$ cat src/hw/rtl/assert_macros.svh
// Assertion macros shared by the RTL of the piecewise linear map.
// Define NO_ASSERTIONS to compile every check away; no other dependencies.
`ifndef ASSERT_MACROS_SVH
`define ASSERT_MACROS_SVH

`ifndef NO_ASSERTIONS

// Same-cycle implication, checked on every rising edge outside reset.
`define PLM_ASSERT_IMPLY(lbl, clk, rst_n, ante, cons) \
    lbl: assert property (@(posedge clk) disable iff (!rst_n) (ante) |-> (cons)) \
        else $error("same-cycle implication failed");

// Next-cycle implication, checked on every rising edge outside reset.
`define PLM_ASSERT_NEXT(lbl, clk, rst_n, ante, cons) \
    lbl: assert property (@(posedge clk) disable iff (!rst_n) (ante) |=> (cons)) \
        else $error("next-cycle implication failed");

`else

`define PLM_ASSERT_IMPLY(lbl, clk, rst_n, ante, cons)
`define PLM_ASSERT_NEXT(lbl, clk, rst_n, ante, cons)

`endif

`endif

$ cat src/hw/rtl/plm_pkg.sv
// Package of the piecewise linear map: word types, command and status
// structs, operation codes and default sizes. Depends on nothing.
package plm_pkg;

    // Field widths fixed by the interface.
    localparam int DATA_W  = 32;
    localparam int PROD_W  = 2 * DATA_W;
    localparam int INDEX_W = 4;
    localparam int CFG_W   = 5;

    // Defaults for the top level parameters.
    localparam int DEF_MAX_POINTS = 16;
    localparam int DEF_FRAC_BITS  = 16;

    // Smallest number of breakpoint pairs that forms a map.
    localparam int CFG_POINTS_MIN = 2;

    // Operation codes of an input word.
    localparam logic OP_LOAD = 1'b0;
    localparam logic OP_MAP  = 1'b1;

    // Saturation limits of a result.
    localparam logic signed [DATA_W-1:0] VAL_MAX = 32'sh7FFF_FFFF;
    localparam logic signed [DATA_W-1:0] VAL_MIN = 32'sh8000_0000;

    typedef struct packed {
        logic                     operation;
        logic [INDEX_W-1:0]       point_index;
        logic signed [DATA_W-1:0] point_x;
        logic signed [DATA_W-1:0] point_y;
        logic signed [DATA_W-1:0] datum;
    } t_in_word;

    typedef struct packed {
        logic signed [DATA_W-1:0] mapped_value;
        logic                     degenerate_segment;
        logic                     saturated;
    } t_out_word;

    // Commands from the controller to the datapath.
    typedef struct packed {
        logic load;       // write one breakpoint pair
        logic start;      // latch the datum, rewind the scan
        logic step;       // shift current entry into previous, advance index
        logic hit;        // exact match: result is the current y
        logic dif;        // register the segment differences
        logic degen;      // zero-width segment: result is y0
        logic mul;        // register the magnitude product
        logic div_start;  // launch the divider
        logic sum;        // form the saturated result
        logic emit;       // move the result into the output register
    } t_dp_cmd;

    // Status from the datapath to the controller.
    typedef struct packed {
        logic gt;         // entry read is greater than the datum
        logic eq;         // entry read equals the datum
        logic first;      // scan is at entry zero
        logic last;       // scan is at the last entry in use
        logic dx_zero;    // segment has zero x width
        logic div_done;   // divider quotient is ready
    } t_dp_sts;

endpackage

$ cat src/hw/rtl/plm_ram.sv
// Generic single write port RAM with one registered read port.
// No dependencies.
module plm_ram #(
    parameter int WIDTH = 32,
    parameter int DEPTH = 16,
    parameter int AW    = (DEPTH > 1) ? $clog2(DEPTH) : 1
) (
    input  logic             i_clk,
    input  logic             i_we,
    input  logic [AW-1:0]    i_waddr,
    input  logic [WIDTH-1:0] i_wdata,
    input  logic [AW-1:0]    i_raddr,
    output logic [WIDTH-1:0] o_rdata
);

    logic [WIDTH-1:0] r_mem [DEPTH];
    logic [WIDTH-1:0] r_rdata;

    // Write port and registered read port.
    always_ff @(posedge i_clk) begin
        if (i_we) begin
            r_mem[i_waddr] <= i_wdata;
        end
        r_rdata <= r_mem[i_raddr];
    end

    assign o_rdata = r_rdata;

endmodule

$ cat src/hw/rtl/plm_div.sv
// Iterative unsigned restoring divider, one quotient bit per cycle.
// Depends on plm_pkg for the operand widths.
module plm_div import plm_pkg::*; (
    input  logic              i_clk,
    input  logic              i_rst_n,
    input  logic              i_start,
    input  logic [PROD_W-1:0] i_num,
    input  logic [DATA_W-1:0] i_den,
    output logic [DATA_W-1:0] o_quo,
    output logic              o_ovf,
    output logic              o_done
);

    localparam int CNT_W = $clog2(DATA_W);

    logic [CNT_W-1:0]  r_cnt;
    logic              r_busy;
    logic              r_done;
    logic [DATA_W-1:0] r_rem;
    logic [DATA_W-1:0] r_quo;
    logic [DATA_W-1:0] r_den;
    logic              r_ovf;

    logic [DATA_W:0]   trial;
    logic [DATA_W:0]   diff;
    logic              ge;
    logic [DATA_W-1:0] n_rem;

    // One restoring step: shift in the next numerator bit, try a subtract.
    always_comb begin
        trial = {r_rem, r_quo[DATA_W-1]};
        diff  = trial - {1'b0, r_den};
        ge    = trial >= {1'b0, r_den};
        n_rem = ge ? diff[DATA_W-1:0] : trial[DATA_W-1:0];
    end

    // Iteration control.
    always_ff @(posedge i_clk) begin
        if (!i_rst_n) begin
            r_busy <= 1'b0;
            r_done <= 1'b0;
            r_cnt  <= '0;
        end else begin
            r_done <= 1'b0;
            if (i_start) begin
                r_busy <= 1'b1;
                r_cnt  <= '0;
            end else if (r_busy) begin
                r_cnt <= r_cnt + CNT_W'(1);
                if (r_cnt == CNT_W'(DATA_W - 1)) begin
                    r_busy <= 1'b0;
                    r_done <= 1'b1;
                end
            end
        end
    end

    // Operands, partial remainder and quotient. A quotient that would not
    // fit the word is flagged at start and the iterations are ignored.
    always_ff @(posedge i_clk) begin
        if (i_start) begin
            r_rem <= i_num[PROD_W-1:DATA_W];
            r_quo <= i_num[DATA_W-1:0];
            r_den <= i_den;
            r_ovf <= i_num[PROD_W-1:DATA_W] >= i_den;
        end else if (r_busy) begin
            r_rem <= n_rem;
            r_quo <= {r_quo[DATA_W-2:0], ge};
        end
    end

    assign o_quo  = r_quo;
    assign o_ovf  = r_ovf;
    assign o_done = r_done;

endmodule

$ cat src/hw/rtl/plm_datapath.sv
// Datapath of the piecewise linear map: breakpoint tables, scan compare,
// segment differences, multiplier, divider and saturation.
// Depends on plm_pkg, plm_ram and plm_div.
module plm_datapath import plm_pkg::*; #(
    parameter int MAX_POINTS = DEF_MAX_POINTS,
    parameter int FRAC_BITS  = DEF_FRAC_BITS
) (
    input  logic             i_clk,
    input  logic             i_rst_n,
    input  t_dp_cmd          i_cmd,
    input  t_in_word         i_in_word,
    input  logic             i_cfg_we,
    input  logic [CFG_W-1:0] i_cfg_data,
    output t_dp_sts          o_sts,
    output t_out_word        o_out_word
);

    localparam int IW = (MAX_POINTS > 1) ? $clog2(MAX_POINTS) : 1;
    localparam int CW = $clog2(MAX_POINTS + 1);
    localparam logic [DATA_W-1:0] ONE_VAL  = DATA_W'(1) << FRAC_BITS;
    localparam logic [DATA_W-1:0] ZERO_VAL = '0;

    // Control state.
    logic          r_wr0;
    logic          r_wr1;
    logic [CW-1:0] r_points;
    logic [IW-1:0] r_idx;

    // Payload registers.
    logic signed [DATA_W-1:0] r_d;
    logic signed [DATA_W-1:0] r_px;
    logic signed [DATA_W-1:0] r_py;
    logic signed [DATA_W-1:0] r_cx;
    logic signed [DATA_W-1:0] r_cy;
    logic [DATA_W-1:0]        r_mdd;
    logic [DATA_W-1:0]        r_mdy;
    logic [DATA_W-1:0]        r_mdx;
    logic                     r_neg;
    logic [PROD_W-1:0]        r_prod;
    t_out_word                r_res;
    t_out_word                r_out;

    logic [31:0]              idx_ext;
    logic                     idx_ok;
    logic                     wr_en;
    logic [IW-1:0]            waddr;
    logic [DATA_W-1:0]        ram_x;
    logic [DATA_W-1:0]        ram_y;
    logic signed [DATA_W-1:0] cx;
    logic signed [DATA_W-1:0] cy;
    logic [31:0]              cfg_val;
    logic [31:0]              cfg_clamp;
    logic signed [DATA_W:0]   dd;
    logic signed [DATA_W:0]   dy;
    logic signed [DATA_W:0]   dx;
    logic [DATA_W:0]          add_dd;
    logic [DATA_W:0]          add_dy;
    logic [DATA_W:0]          add_dx;
    logic [DATA_W-1:0]        quo;
    logic                     ovf;
    logic                     div_done;
    logic signed [DATA_W+1:0] y0e;
    logic signed [DATA_W+1:0] qe;
    logic signed [DATA_W+1:0] s;
    logic                     sat_hi;
    logic                     sat_lo;
    t_out_word                sum_res;

    // Load address decode; positions beyond the table are dropped.
    always_comb begin
        idx_ext = 32'(i_in_word.point_index);
        idx_ok  = idx_ext < 32'(MAX_POINTS);
        wr_en   = i_cmd.load && idx_ok;
        waddr   = idx_ext[IW-1:0];
    end

    plm_ram #(
        .WIDTH (DATA_W),
        .DEPTH (MAX_POINTS),
        .AW    (IW)
    ) u_ram_x (
        .i_clk   (i_clk),
        .i_we    (wr_en),
        .i_waddr (waddr),
        .i_wdata (i_in_word.point_x),
        .i_raddr (r_idx),
        .o_rdata (ram_x)
    );

    plm_ram #(
        .WIDTH (DATA_W),
        .DEPTH (MAX_POINTS),
        .AW    (IW)
    ) u_ram_y (
        .i_clk   (i_clk),
        .i_we    (wr_en),
        .i_waddr (waddr),
        .i_wdata (i_in_word.point_y),
        .i_raddr (r_idx),
        .o_rdata (ram_y)
    );

    // Entries zero and one read as the identity map until first written.
    always_comb begin
        if (r_idx == '0 && !r_wr0) begin
            cx = ZERO_VAL;
            cy = ZERO_VAL;
        end else if (r_idx == IW'(1) && !r_wr1) begin
            cx = ONE_VAL;
            cy = ONE_VAL;
        end else begin
            cx = ram_x;
            cy = ram_y;
        end
    end

    // Register write with clamping to the usable range.
    always_comb begin
        cfg_val = 32'(i_cfg_data);
        if (cfg_val < 32'(CFG_POINTS_MIN)) begin
            cfg_clamp = 32'(CFG_POINTS_MIN);
        end else if (cfg_val > 32'(MAX_POINTS)) begin
            cfg_clamp = 32'(MAX_POINTS);
        end else begin
            cfg_clamp = cfg_val;
        end
    end

    // Control state: written flags, point count and scan index.
    always_ff @(posedge i_clk) begin
        if (!i_rst_n) begin
            r_wr0    <= 1'b0;
            r_wr1    <= 1'b0;
            r_points <= CW'(CFG_POINTS_MIN);
            r_idx    <= '0;
        end else begin
            if (wr_en && idx_ext == 32'd0) begin
                r_wr0 <= 1'b1;
            end
            if (wr_en && idx_ext == 32'd1) begin
                r_wr1 <= 1'b1;
            end
            if (i_cfg_we) begin
                r_points <= cfg_clamp[CW-1:0];
            end
            if (i_cmd.start) begin
                r_idx <= '0;
            end else if (i_cmd.step) begin
                r_idx <= r_idx + IW'(1);
            end
        end
    end

    // Signed segment differences and their magnitudes.
    always_comb begin
        dd     = {r_d[DATA_W-1], r_d} - {r_px[DATA_W-1], r_px};
        dy     = {r_cy[DATA_W-1], r_cy} - {r_py[DATA_W-1], r_py};
        dx     = {r_cx[DATA_W-1], r_cx} - {r_px[DATA_W-1], r_px};
        add_dd = dd[DATA_W] ? -dd : dd;
        add_dy = dy[DATA_W] ? -dy : dy;
        add_dx = dx[DATA_W] ? -dx : dx;
    end

    plm_div u_div (
        .i_clk   (i_clk),
        .i_rst_n (i_rst_n),
        .i_start (i_cmd.div_start),
        .i_num   (r_prod),
        .i_den   (r_mdx),
        .o_quo   (quo),
        .o_ovf   (ovf),
        .o_done  (div_done)
    );

    // Apply the signed quotient to y0 and saturate to the word range.
    always_comb begin
        y0e    = {{2{r_py[DATA_W-1]}}, r_py};
        qe     = {2'b00, quo};
        s      = r_neg ? (y0e - qe) : (y0e + qe);
        sat_hi = !s[DATA_W+1] && (s[DATA_W:DATA_W-1] != 2'b00);
        sat_lo = s[DATA_W+1] && (s[DATA_W:DATA_W-1] != 2'b11);
        sum_res.degenerate_segment = 1'b0;
        if (ovf) begin
            sum_res.mapped_value = r_neg ? VAL_MIN : VAL_MAX;
            sum_res.saturated    = 1'b1;
        end else if (sat_hi) begin
            sum_res.mapped_value = VAL_MAX;
            sum_res.saturated    = 1'b1;
        end else if (sat_lo) begin
            sum_res.mapped_value = VAL_MIN;
            sum_res.saturated    = 1'b1;
        end else begin
            sum_res.mapped_value = s[DATA_W-1:0];
            sum_res.saturated    = 1'b0;
        end
    end

    // Payload registers of the scan and the arithmetic.
    always_ff @(posedge i_clk) begin
        if (i_cmd.start) begin
            r_d <= i_in_word.datum;
        end
        if (i_cmd.step) begin
            r_px <= r_cx;
            r_py <= r_cy;
            r_cx <= cx;
            r_cy <= cy;
        end
        if (i_cmd.dif) begin
            r_mdd <= add_dd[DATA_W-1:0];
            r_mdy <= add_dy[DATA_W-1:0];
            r_mdx <= add_dx[DATA_W-1:0];
            r_neg <= dd[DATA_W] ^ dy[DATA_W] ^ dx[DATA_W];
        end
        if (i_cmd.mul) begin
            r_prod <= PROD_W'(r_mdd) * PROD_W'(r_mdy);
        end
        if (i_cmd.hit) begin
            r_res.mapped_value       <= cy;
            r_res.degenerate_segment <= 1'b0;
            r_res.saturated          <= 1'b0;
        end else if (i_cmd.degen) begin
            r_res.mapped_value       <= r_py;
            r_res.degenerate_segment <= 1'b1;
            r_res.saturated          <= 1'b0;
        end else if (i_cmd.sum) begin
            r_res <= sum_res;
        end
        if (i_cmd.emit) begin
            r_out <= r_res;
        end
    end

    // Status for the controller.
    always_comb begin
        o_sts.gt       = cx > r_d;
        o_sts.eq       = cx == r_d;
        o_sts.first    = r_idx == '0;
        o_sts.last     = (32'(r_idx) + 32'd1) == 32'(r_points);
        o_sts.dx_zero  = r_cx == r_px;
        o_sts.div_done = div_done;
    end

    assign o_out_word = r_out;

endmodule

$ cat src/hw/rtl/plm_ctrl.sv
// Controller of the piecewise linear map: sequences the scan, the
// arithmetic and the output handshake. Depends on plm_pkg.
module plm_ctrl import plm_pkg::*; (
    input  logic    i_clk,
    input  logic    i_rst_n,
    input  logic    i_in_valid,
    input  logic    i_op,
    input  logic    i_out_ready,
    input  t_dp_sts i_sts,
    output t_dp_cmd o_cmd,
    output logic    o_in_ready,
    output logic    o_out_valid
);

    localparam logic [3:0] S_IDLE = 4'd0;
    localparam logic [3:0] S_RD   = 4'd1;
    localparam logic [3:0] S_CMP  = 4'd2;
    localparam logic [3:0] S_FRD  = 4'd3;
    localparam logic [3:0] S_FCAP = 4'd4;
    localparam logic [3:0] S_DIF  = 4'd5;
    localparam logic [3:0] S_MUL  = 4'd6;
    localparam logic [3:0] S_DVS  = 4'd7;
    localparam logic [3:0] S_DIV  = 4'd8;
    localparam logic [3:0] S_SUM  = 4'd9;
    localparam logic [3:0] S_DONE = 4'd10;

    logic [3:0] r_state;
    logic [3:0] n_state;
    logic       r_out_valid;
    logic       n_out_valid;
    t_dp_cmd    cmd;

    // Next state and datapath commands.
    always_comb begin
        n_state = r_state;
        cmd     = '0;
        case (r_state)
            S_IDLE: begin
                if (i_in_valid) begin
                    if (i_op == OP_LOAD) begin
                        cmd.load = 1'b1;
                    end else begin
                        cmd.start = 1'b1;
                        n_state   = S_RD;
                    end
                end
            end
            S_RD: begin
                n_state = S_CMP;
            end
            S_CMP: begin
                if (i_sts.eq) begin
                    cmd.hit = 1'b1;
                    n_state = S_DONE;
                end else if (i_sts.gt && i_sts.first) begin
                    // Datum lies left of the table: fetch entry one as well.
                    cmd.step = 1'b1;
                    n_state  = S_FRD;
                end else if (i_sts.gt || i_sts.last) begin
                    cmd.step = 1'b1;
                    n_state  = S_DIF;
                end else begin
                    cmd.step = 1'b1;
                    n_state  = S_RD;
                end
            end
            S_FRD: begin
                n_state = S_FCAP;
            end
            S_FCAP: begin
                cmd.step = 1'b1;
                n_state  = S_DIF;
            end
            S_DIF: begin
                cmd.dif = 1'b1;
                if (i_sts.dx_zero) begin
                    cmd.degen = 1'b1;
                    n_state   = S_DONE;
                end else begin
                    n_state = S_MUL;
                end
            end
            S_MUL: begin
                cmd.mul = 1'b1;
                n_state = S_DVS;
            end
            S_DVS: begin
                cmd.div_start = 1'b1;
                n_state       = S_DIV;
            end
            S_DIV: begin
                if (i_sts.div_done) begin
                    n_state = S_SUM;
                end
            end
            S_SUM: begin
                cmd.sum = 1'b1;
                n_state = S_DONE;
            end
            S_DONE: begin
                // Wait until the output register is free.
                if (!r_out_valid || i_out_ready) begin
                    cmd.emit = 1'b1;
                    n_state  = S_IDLE;
                end
            end
            default: begin
                n_state = S_IDLE;
            end
        endcase
    end

    // Output register occupancy.
    always_comb begin
        if (cmd.emit) begin
            n_out_valid = 1'b1;
        end else if (i_out_ready) begin
            n_out_valid = 1'b0;
        end else begin
            n_out_valid = r_out_valid;
        end
    end

    always_ff @(posedge i_clk) begin
        if (!i_rst_n) begin
            r_state     <= S_IDLE;
            r_out_valid <= 1'b0;
        end else begin
            r_state     <= n_state;
            r_out_valid <= n_out_valid;
        end
    end

    assign o_cmd       = cmd;
    assign o_in_ready  = r_state == S_IDLE;
    assign o_out_valid = r_out_valid;

endmodule

$ cat src/hw/rtl/piecewise_linear_map.sv
// Top level of the piecewise linear map: controller plus datapath.
// Depends on plm_pkg, plm_ctrl, plm_datapath and assert_macros.svh.
//
//   Channel  Direction  Handshake                  Word
//   in       input      i_in_valid / o_in_ready    i_in_word  (t_in_word)
//   out      output     o_out_valid / i_out_ready  o_out_word (t_out_word)
//   cfg      input      i_cfg_valid / o_cfg_ready  i_cfg_data (points_in_use)
//
// A load word is written while idle and the next word is taken right after it.
// A map word scans the table with one read and one compare per entry visited
// (a datum left of the table reads two entries), then forms the differences,
// a 32x32 multiply, a one bit per cycle divide, the sum and the hand-off
// to the output register. An exact match goes from the compare straight to
// the hand-off, and a zero-width segment goes there from the differences.
// Reset is synchronous and restores the identity map with two points.
// A finished result waits in the output register while the next word is
// taken; a further result holds the controller until that register frees.
`include "assert_macros.svh"

module piecewise_linear_map import plm_pkg::*; #(
    parameter int MAX_POINTS = DEF_MAX_POINTS,
    parameter int FRAC_BITS  = DEF_FRAC_BITS
) (
    input  logic             i_clk,
    input  logic             i_rst_n,
    input  logic             i_in_valid,
    output logic             o_in_ready,
    input  t_in_word         i_in_word,
    output logic             o_out_valid,
    input  logic             i_out_ready,
    output t_out_word        o_out_word,
    input  logic             i_cfg_valid,
    output logic             o_cfg_ready,
    input  logic [CFG_W-1:0] i_cfg_data
);

    t_dp_cmd cmd;
    t_dp_sts sts;

    // The register port never stalls.
    assign o_cfg_ready = 1'b1;

    plm_ctrl u_ctrl (
        .i_clk       (i_clk),
        .i_rst_n     (i_rst_n),
        .i_in_valid  (i_in_valid),
        .i_op        (i_in_word.operation),
        .i_out_ready (i_out_ready),
        .i_sts       (sts),
        .o_cmd       (cmd),
        .o_in_ready  (o_in_ready),
        .o_out_valid (o_out_valid)
    );

    plm_datapath #(
        .MAX_POINTS (MAX_POINTS),
        .FRAC_BITS  (FRAC_BITS)
    ) u_datapath (
        .i_clk      (i_clk),
        .i_rst_n    (i_rst_n),
        .i_cmd      (cmd),
        .i_in_word  (i_in_word),
        .i_cfg_we   (i_cfg_valid && o_cfg_ready),
        .i_cfg_data (i_cfg_data),
        .o_sts      (sts),
        .o_out_word (o_out_word)
    );

    // A map word occupies the block, a load word does not.
    `PLM_ASSERT_NEXT(a_map_busy, i_clk, i_rst_n, i_in_valid && o_in_ready && i_in_word.operation == OP_MAP, !o_in_ready)
    `PLM_ASSERT_NEXT(a_load_free, i_clk, i_rst_n, i_in_valid && o_in_ready && i_in_word.operation == OP_LOAD, o_in_ready)

    // A result is never both degenerate and saturated.
    `PLM_ASSERT_IMPLY(a_flags_excl, i_clk, i_rst_n, o_out_valid, !(o_out_word.degenerate_segment && o_out_word.saturated))

endmodule

$ cat config.mk
export PLATFORM = sky130hd
export DESIGN_NAME = piecewise_linear_map
export DESIGN_NICKNAME = d
export VERILOG_FILES = /design/src/hw/rtl/plm_pkg.sv /design/src/hw/rtl/plm_ram.sv /design/src/hw/rtl/plm_div.sv /design/src/hw/rtl/plm_datapath.sv /design/src/hw/rtl/plm_ctrl.sv /design/src/hw/rtl/piecewise_linear_map.sv
export VERILOG_INCLUDE_DIRS = /design/src /design/src/hw/rtl
export SDC_FILE = /design/constraint.sdc
export NUM_CORES = 2
export LEC_CHECK = 0
export BUFFER_PORTS_ARGS = -buffer_cell sky130_fd_sc_hd__buf_2
export CAP_MARGIN = 40
export CORE_MARGIN = 8
export CORE_UTILIZATION = 50
export DETAILED_ROUTE_END_ITERATION = 6
export PLACE_DENSITY = 0.66
export SETUP_SLACK_MARGIN = 0.4
export SLEW_MARGIN = 20
export SYNTH_ARGS = -nofsm -noshare
export SYNTH_HDL_FRONTEND = slang
export SYNTH_HIERARCHICAL = 1
export SYNTH_SLANG_ARGS = --single-unit
$ cat constraint.sdc
create_clock -name i_clk -period 24.9 [get_ports i_clk]
set_input_delay 3.735 -clock i_clk [delete_from_list [all_inputs] [get_ports i_clk]]
set_output_delay 3.735 -clock i_clk [all_outputs]
set_load 0.03 [all_outputs]
# After elaboration in Yosys (flattened, before gate mapping)
# Memory sizes are Yosys's and may differ from the RTL's. A register that Yosys moved wholly into a read port is not among the register bits.
# Cells that the tools add are included.
# totals
register_bits	509
mem_count	2
output_inout_bits	37
ram_bits	1024
in_bits	111
# memory_table
memory	words	width	rd	rd_ports_with_merged_regs	write_ports	line_no	text
u_datapath.u_ram_x.r_mem	16	32	1	1	1	plm_ram.sv:16	logic [WIDTH-1:0] r_mem [DEPTH];
u_datapath.u_ram_y.r_mem	16	32	1	1	1	plm_ram.sv:16	
# classes
multipliers	1
mux	57
n_bitwise	4
n_reduce_logical	26
add_sub_neg	12
order_cmp	5
n_eq_ne	21
# ops
cell	n
32-bit two-way mux	16
34-bit two-way mux	4
32-bit by 32-bit subtractor with 33-bit output	3
32-bit negator	3
32-bit == test	2
32-bit by 32-bit multiplier with 64-bit output	1
4-bit case mux with 11 select lines	1
32-bit by 33-bit adder with 34-bit output	1
32-bit by 33-bit subtractor with 34-bit output	1
33-bit by 32-bit >= comparator with 1-bit output	1
32-bit by 5-bit == test with 1-bit output	1
32-bit >= comparator	1
32-bit greater-than comparator	1
32-bit logical NOT	1
32-bit subtractor	1
4-bit two-way mux	7
1-bit two-way mux	22
4-bit by 3-bit == test with 1-bit output (second input constant)	4
4-bit by 1-bit == test with 1-bit output (second input constant)	3
4-bit == test (second input constant)	3
5-bit two-way mux	2
4-bit by 2-bit == test with 1-bit output (second input constant)	2
4-bit logical NOT	2
2-bit nonzero test	4
20 further kinds	39

# Longest topological paths before layout
# logic_depth
ltp_word	10
depth_mapped	29
depth_no_buf	27

# Cells and area by module
# Netlist, hierarchy kept.
# modules_own_cells
mod	n_inst	cells_each	area_each_um2
plm_datapath	1	6016	57826.7
plm_ram	2	838	19835.3
plm_div	1	665	7018.0
plm_ctrl	1	60	462.9
piecewise_linear_map	1	2	11.3

# Least setup slack after synthesis
# No wires, ideal clock.
# synth_path
kind	register to register
startpoint	reg u_datapath.r_idx[0]
endpoint	reg u_datapath.r_idx[3]
slack_ns	11.937
path_stages_with_launch	20
n_path_buf	2
arrival_time_ns	12.899
cell_sequence	dfxtp_1 inv_1 ha_1 nor3b_1 nor2b_1 nor2_1 clkbuf_1 clkbuf_1 and2_1 ha_1 nand4_1 or2_2 nor3_1 and3_1 nor3b_1 a21oi_1 nor3_1 nand4_1 xor2_1 nor2_1
# synth_lines
item	line_no	text
start: declaration	plm_datapath.sv:27	logic [IW-1:0] r_idx;
start signal: assignment	plm_datapath.sv:149	r_idx <= r_idx + IW'(1);

# Worst setup path after layout
# layout_path
startpoint	reg u_datapath.r_mdy[2]
endpoint	reg u_datapath.r_prod[56], data pin
# layout_via
elab_chain_cells	1
# layout_lines
item	line_no	text
start: declaration	plm_datapath.sv:36	logic [DATA_W-1:0] r_mdy;
start signal: assignment	plm_datapath.sv:211	r_mdy <= add_dy[DATA_W-1:0];
32-bit by 32-bit multiplier with 64-bit output	plm_datapath.sv:216	r_prod <= PROD_W'(r_mdd) * PROD_W'(r_mdy);
end signal: assignment	plm_datapath.sv:216	
end: declaration	plm_datapath.sv:39	logic [PROD_W-1:0] r_prod;
# Every way passes these cells.
# A chain may end at the register's enable or synchronous reset.

==> flow_summary.json <==
{
  "rsz0062_at_grt": "no",
  "startpoint_type": "flop",
  "ys.flop_type": "edfxtp_1",
  "crit_arrival_ns": 9.39,
  "clkLatencyLatePin_ns": 0.82,
  "run_status": "finished clean",
  "dr.pass1.iters": 6,
  "drt-initial-drc-count": 5043,
  "fin_crit_sh_pct": 35.57,
  "critPathMaxFanout": 21,
  "fp.dieArea_sq_mm": 0.2249,
  "rows": 168,
  "grt.overflow.total": 0,
  "portBuffers": 146,
  "maxSlewHeadroom_pct": 36.64,
  "nNetsFinal": 9996,
  "fin_util_pct": 54.83,
  "die_h_um": 474.2,
  "synth_cell_types": 112,
  "hold_depth": 0,
  "numCtsBuffers": 158,
  "path_clk_slew_ns": 0.06,
  "synth_area_leaders": "edfxtp_1 43%, fa_1 17%, ha_1 5.9%, mux4_2 5.5%, and2_1 4.1%",
  "period_minus_slack_ns": 8.857,
  "netlist_area_sq_mm": 0.1050,
  "routabilityCongestion": 0.9590,
  "antenna_left": 0,
  "maxSlewViolCount": 0,
  "max_cap_violations": 0,
  "setup_viol": 0,
  "cts-root-buf": "clkbuf_16",
  "final.setup.tns_ns": 0,
  "synth-seq-cells": 1597,
  "nFillCells": 17170,
  "clk_path_buf_depth": 3,
  "critical_path_class": "reg -> reg",
  "grt_start_max_net_pins": 114,
  "clock-sinks": 1597,
  "grt_pass1_wl_um": 403500,
  "ff2ff_path_depth": 26,
  "wirelength_um": 258200,
  "tritoncts": "yes",
  "yosysWarnings": 6,
  "postCtsHoldBufs": 0,
  "yosysTopAreaCell": "edfxtp_1",
  "min_path_type": "reg -> reg",
  "end_kind": "flop",
  "core_sq_mm": 0.2092,
  "drive_gt1_share_pct": 10.98,
  "grt_pass1_vias": 68930,
  "synth_top_area_share_pct": 43.13,
  "fmax_mhz": 112.9,
  "critPathRequiredTime_ns": 25.44,
  "synthCells": 8419,
  "tightest_slew_ns": 0.9504,
  "skew_ns": 0.07719,
  "die_x_um": 474.2,
  "drcViolationCount": 0,
  "floorplan.initialDensity_pct": 50.20,
  "num_vias": 65430,
  "area_growth_pct": 9.221,
  "async_reset_ff_share_pct": 0,
  "syn_nets": 9928,
  "cts_repair_resize_count": 0,
  "antenna_found_initial": 30,
  "via_per_inst": 5.721,
  "ios": 148,
  "htree_num_levels": 4,
  "hpwl_um": 182600,
  "syn_area_per_cell_sq_um": 12.47,
  "synth_edf_count": 1508,
  "yosysSeqAreaShare_pct": 44.83,
  "wl_per_cell_um": 22.58,
  "track_usage_pct": 23.02,
  "hold_violations": 0,
  "postCtsSetupBuffers": 0
}
==> layout by cell type, fill, tap and decap left out, drive strengths merged, types with 70 or more instances in the layout <==
cell type | Yosys | routed
dfxtp | 89 | 89
clkbuf | 314 | 194
mux4 | 256 | 256
inv | 1109 | 1116
nand2 | 737 | 737
clkinv | 1 | 70
nand3 | 70 | 70
xor2 | 102 | 102
a21o | 137 | 137
o21ai | 178 | 178
edfxtp | 1508 | 1508
buf | 81 | 298
xnor2 | 207 | 207
a21oi | 303 | 303
ha | 497 | 497
a22oi | 135 | 135
nor2 | 259 | 259
fa | 901 | 901
and2 | 681 | 681
==> sequential cells by signal, indices dropped and copies added, names as in the netlist, 34 cells and up <==
signal                    count
u_datapath/u_ram_x/r_mem    512
u_datapath/r_res             34
u_datapath/u_ram_y/r_mem    512
u_datapath/r_prod            64
u_datapath/o_out_word        34
==> through the flow <==
stage	std cells	cell area [sq um]	hold slack, ns	setup WS, ns
floorplan	8419	105000	0.4003	11.94
global placement	11100	108800	0.4052	16.02
detailed placement	11130	109300	0.4054	16.12
CTS	11420	114500	0.4202	16.06
global route	11420	114600	0.4280	15.72
finish	11440	114700	0.4182	16.04
==> routing by layer <==
metal	wire length, um	up-vias	GRT usage [%]
li1	-	29210	-
met4	6615	20	6.205
met2	123300	2203	37.85
met5	130	-	0
met1	110100	33590	31.91
met3	17970	404	4.014
==> synthesized netlist by cell type (38+ instances only) <==
library cell  number
o21ai_0          171
a21oi_1          303
xor2_1           102
o21bai_1          47
ha_1             497
nor3_1            66
inv_1           1108
nand3_1           70
and2_1           680
fa_1             901
and3_1            42
clkbuf_1         313
o211ai_1          51
nand2_1          735
mux4_2           256
nor2b_1           45
nand4_1           46
edfxtp_1        1508
nand2b_1          40
a31oi_1           38
a21o_1           137
a22oi_1          134
nor2_1           259
dfxtp_1           89
xnor2_1          206
==> worst max-delay path: stages (launching register included) <==
cell and delay, ns:
edfxtp_1 0.57, buf_8 0.24, and2_1 0.18, fa_1 0.53, inv_1 0.05, fa_1 0.49, fa_1 0.46, fa_1 0.56
inv_1 0.06, fa_1 0.51, inv_1 0.06, fa_1 0.54, inv_1 0.05, fa_1 0.39, fa_1 0.49, ha_1 0.37
and3_1 0.26, and2_1 0.17, a221o_1 0.31, a41oi_1 0.35, and2_1 0.26, o221a_2 0.25, o21ai_0 0.24, a211o_1 0.43
a41oi_1 0.43, o21ai_0 0.18, xnor2_1 0.14
==> area by class of cell <==
class,count,area (sq um),share of cell area [%]
diodes,14,35.03,0.03055
clock buffers,191,4108,3.582
clock inverters,99,1096,0.9558
inverters,1110,4167,3.633
multi-input cells,5317,52430,45.72
flip-flops and latches,1597,47070,41.05
well taps,2805,3510,3.061
repair buffers,303,2256,1.967
==> final timing paths <==
path	slack, ns	start	end
hold reg to reg	0.42	u_datapath/r_res[17]	u_datapath/o_out_word[17]
setup / recovery	16.04	u_datapath/r_mdy[2]	u_datapath/r_prod[56]
setup reg to reg	16.04	u_datapath/r_mdy[2]	u_datapath/r_prod[56]
hold / removal	0.42	u_datapath/r_res[17]	u_datapath/o_out_word[17]
==> cell families (layout without fill, tap and decap cells) <==
| family | after synthesis | in the layout | synth area share (%) |
|---|---|---|---|
| AOI/OAI and AO/OA | 1175 | 1175 | 7.587 |
| other | 1 | 15 | 0.003572 |
| buffers and inverters | 1505 | 1703 | 5.543 |
| xor gates and xnor gates | 309 | 309 | 2.585 |
| DFF | 1597 | 1597 | 44.83 |
| and+or+nand+nor | 2129 | 2129 | 10.35 |
| adders and majority gates | 1398 | 1398 | 23.10 |
| muxes | 305 | 305 | 6.003 |
Power is not shown: default switching activity piles up to over one toggle a cycle in this logic, so the estimate is an artifact.
